## config.mk

```make
export PLATFORM = sky130hd
export DESIGN_NAME = mxt_ram
export DESIGN_NICKNAME = d
export VERILOG_FILES = /design/src/rtl/mxt_ram.sv
export SDC_FILE = /design/constraint.sdc
export NUM_CORES = 1
export LEC_CHECK = 0
export BUFFER_PORTS_ARGS = -buffer_cell sky130_fd_sc_hd__buf_2
export CORE_MARGIN = 2
export CORE_UTILIZATION = 30
export CTS_CLUSTER_DIAMETER = 120
export DETAILED_ROUTE_END_ITERATION = 7
export HOLD_SLACK_MARGIN = 0.1
export PLACE_DENSITY = 0.45
export SLEW_MARGIN = 20
export SYNTH_ARGS = -nofsm -noshare
export SYNTH_HDL_FRONTEND = slang
export SYNTH_SLANG_ARGS = --single-unit
```

## constraint.sdc

```tcl
create_clock -name clk -period 2.2 [get_ports clk]
set_input_delay 0.11 -clock clk [delete_from_list [all_inputs] [get_ports clk]]
set_output_delay 0.11 -clock clk [all_outputs]
set_load 0.005 [all_outputs]
```

## src/rtl/mxt_ram.sv

```systemverilog
// ----------------------------------------------------------------------------
// mxt_ram
// Generic one-write one-read RAM with registered read data.
// ----------------------------------------------------------------------------
`timescale 1ns / 1ps
module mxt_ram #(
	parameter int WIDTH = 8,
	parameter int DEPTH = 64
) (
	input  logic                     clk,
	input  logic                     we,
	input  logic [$clog2(DEPTH)-1:0] waddr,
	input  logic [WIDTH-1:0]         wdata,
	input  logic [$clog2(DEPTH)-1:0] raddr,
	output logic [WIDTH-1:0]         rdata
);
	logic [WIDTH-1:0] mem [DEPTH];

	// write and register the read word
	always_ff @(posedge clk) begin
		if (we) begin
			mem[waddr] <= wdata;
		end
		rdata <= mem[raddr];
	end
endmodule

```

==> flow_metrics.env <==
export IMPL_crit_cells=6
export IMPL_worst_slew_pin_slew_ns=0.914
export IMPL_antenna_found_initial=4
export IMPL_drive_gt1_share_pct=34.4
export IMPL_postRouteAntennaNets=0
export IMPL_worst_setup_path_type="reg2reg"
export IMPL_crit_path_max_fanout=1
export IMPL_slew_headroom_pct=39.1
export IMPL_grt_remaining_overflow=0
export IMPL_required_ns=2.67
export IMPL_drt_pass1_iterations=5
export IMPL_crit_buf_inv=1
export IMPL_drc_errors=0
export IMPL_synthFlopType="edfxtp_1"
export IMPL_htreeDepth=2
export IMPL_layout_worst_path_cycle_share_pct=97.5
export IMPL_dp_hpwl_mm=34.2
export IMPL_reg2reg_depth=6
export IMPL_cp_slowest_cell="mux4_2"
export IMPL_worstReg2RegEnd="rdata[4]"
export IMPL_clk_pin_slew_worst_paths_ns=0.06
export IMPL_worst_clock_skew_ns=0.0193
export IMPL_syn_avg_cell_area_um2=21.5
export IMPL_synth_cells=940
export IMPL_cts_root_buf="clkbuf_16"
export IMPL_ys_types=40
export IMPL_synth_top_area_cell="edfxtp_1"
export IMPL_nNetsFinal=1152
export IMPL_leakagePower_nw=7.78
export IMPL_gp_congestion=0.797
export IMPL_vias=9940
export IMPL_wl_per_cell_um=25.6
export IMPL_first_iter_violations=891
export IMPL_hold_viol=0
export IMPL_ys_seq_area_share_pct=77.0
export IMPL_synthArstFlopShare_pct=0
export IMPL_cts_buffers=55
export IMPL_cp_cell_sequence="mux4_2 > mux2_2 > o221a_2 > nor3_1 > buf_4 > o32ai_1"
export IMPL_dieArea_mm2=0.0693
export IMPL_grt_start_max_net_pins=50
export IMPL_final_common_cell="edfxtp_1"
export IMPL_ys_ff_latch=520
export IMPL_rrSetupSlack_ns=0.05
export IMPL_finalCriticalPeriod_ns=2.15
export IMPL_dpl_cell_area_mm2=0.0224
export IMPL_power_density_mw_per_mm2=877
export IMPL_fp_dieH_um=263
export IMPL_tritoncts="built"
export IMPL_whs_endpoint="mem[52][4]"
export IMPL_die_w_um=263
export IMPL_critPathArrivalTime_ns=2.61
export IMPL_clockBufferDepth=3
export IMPL_grt_usage_pct=15.3
export IMPL_vdd_drop_max_mv=0.627
export IMPL_cts_resized=0
export IMPL_io_buffers=29
export IMPL_mostFrequentLayoutCells="edfxtp_1, buf_4, mux4_2"
export IMPL_cts_setup_buffers=0
export IMPL_top_level_ports=30
export IMPL_rows=95
export IMPL_fin_util_pct=36.2
export IMPL_max_cap_viol_count=0
export IMPL_synth_top_cell_area_share_pct=76.2
export IMPL_grt_pass1_vias=10400
export IMPL_min_path_cells=2
export IMPL_fmax_mhz=466
export IMPL_start_kind="flip-flop"
export IMPL_grt_setup_unrepaired="no"
export IMPL_synth_edf_count=512
export IMPL_synthesis_nets=962
export IMPL_worst_setup_path_end_kind="flip-flop"
export IMPL_synthTopCellsByArea="edfxtp_1, mux4_2, nor2_1"
export IMPL_grt_pass1_wl_mm=75.9
export IMPL_yosysWarnings=0
export IMPL_critical_path_top_delay_family="multiplexers"
export IMPL_finalSetupViolCount=0
export IMPL_clock_latency_ns=0.60
export IMPL_outcome="finished clean"
export IMPL_stdcell_area_mm2=0.0242
export IMPL_syn_cell_area_mm2=0.0202
export IMPL_core_mm2=0.0668
export IMPL_start_util_pct=30.2
export IMPL_finalMaxSlewViolations=0
export IMPL_finalWirelength_mm=52.5
export IMPL_hold_path_startpoint="wdata[4]"
export IMPL_cts_sinks=520
export IMPL_vias_per_cell=4.85
export IMPL_area_delta_synth_final_pct=19.8
export IMPL_cp_slowest_stage_delay_ns=0.48
export IMPL_r2r_start="mem[21][4]"
export IMPL_hp_class="in2reg"
==> cell usage after synthesis (11+ instances only) <==
library cell and n:
nor2b_1 14, nor2_1 83, mux2i_1 23, clkbuf_1 17, mux4_2 126, mux2_2 13
edfxtp_1 512, buf_2 11, buf_4 13, nand2_1 19, nand3_1 13
==> cells by family after synthesis <==
kind of cell / Yosys count / share of synthesized area [%]
AOI/OAI and AO/OA: 54 / 2.07
buffers and inverters: 51 / 1.57
DFF: 520 / 77.0
muxes: 162 / 15.9
and+or+nand+nor: 153 / 3.39
==> routing by layer <==
metal	wire (um)	GRT usage [%]
met1	24400	21.9
met2	24800	24.2
met4	916	4.08
met3	2360	2.43
met5	7	0
==> how the worst max path moves through the flow <==
stage	slack (ns)	start	to
floorplan	0.42	raddr[1]	rdata[3]
global placement	-0.18	raddr[0]	rdata[7]
detailed placement	-0.16	raddr[0]	rdata[7]
CTS	0.06	mem[21][4]	rdata[4]
global route	0.04	mem[20][4]	rdata[4]
finish	0.05	mem[21][4]	rdata[4]
==> flip-flops by register name, summed over array words and instances, names as in the netlist <==
signal / count
rdata: 8
mem: 512
==> what timing repair did <==
action                                  CTS  global route
endpoints found under the setup margin    0             0
endpoints found under the hold margin    96             0
hold buffers                              6             0
==> through the flow <==
step                std cells  hold slack, ns  setup WS (ns)  total power, mW  TNS (ns)
global route             2048           0.160         0.0415             21.9         0
finish                   2048           0.144         0.0539             21.2         0
detailed placement       1940           0.552         -0.163             12.4    -0.316
CTS                      2047           0.110         0.0605             21.5         0
floorplan                 940           0.209          0.422             11.8         0
global placement         1940           0.559         -0.180             12.4    -0.366
==> where the power goes <==
group          switching (mW)  internal (mW)
combinational           0.681          0.478
clock                    3.85           5.18
sequential             0.0520           11.0
total                    4.58           16.6
==> final cells by class <==
cell class / count / area, um^2
repair buffers: 184 / 1480
clock inverters: 38 / 295
diodes: 1 / 2.50
fillers: 6232 / 42600
flip-flops and latches: 520 / 15500
multi-input cells: 369 / 4320
well taps: 873 / 1090
clock buffers: 63 / 1450
Power figures use the tool's default switching activity.
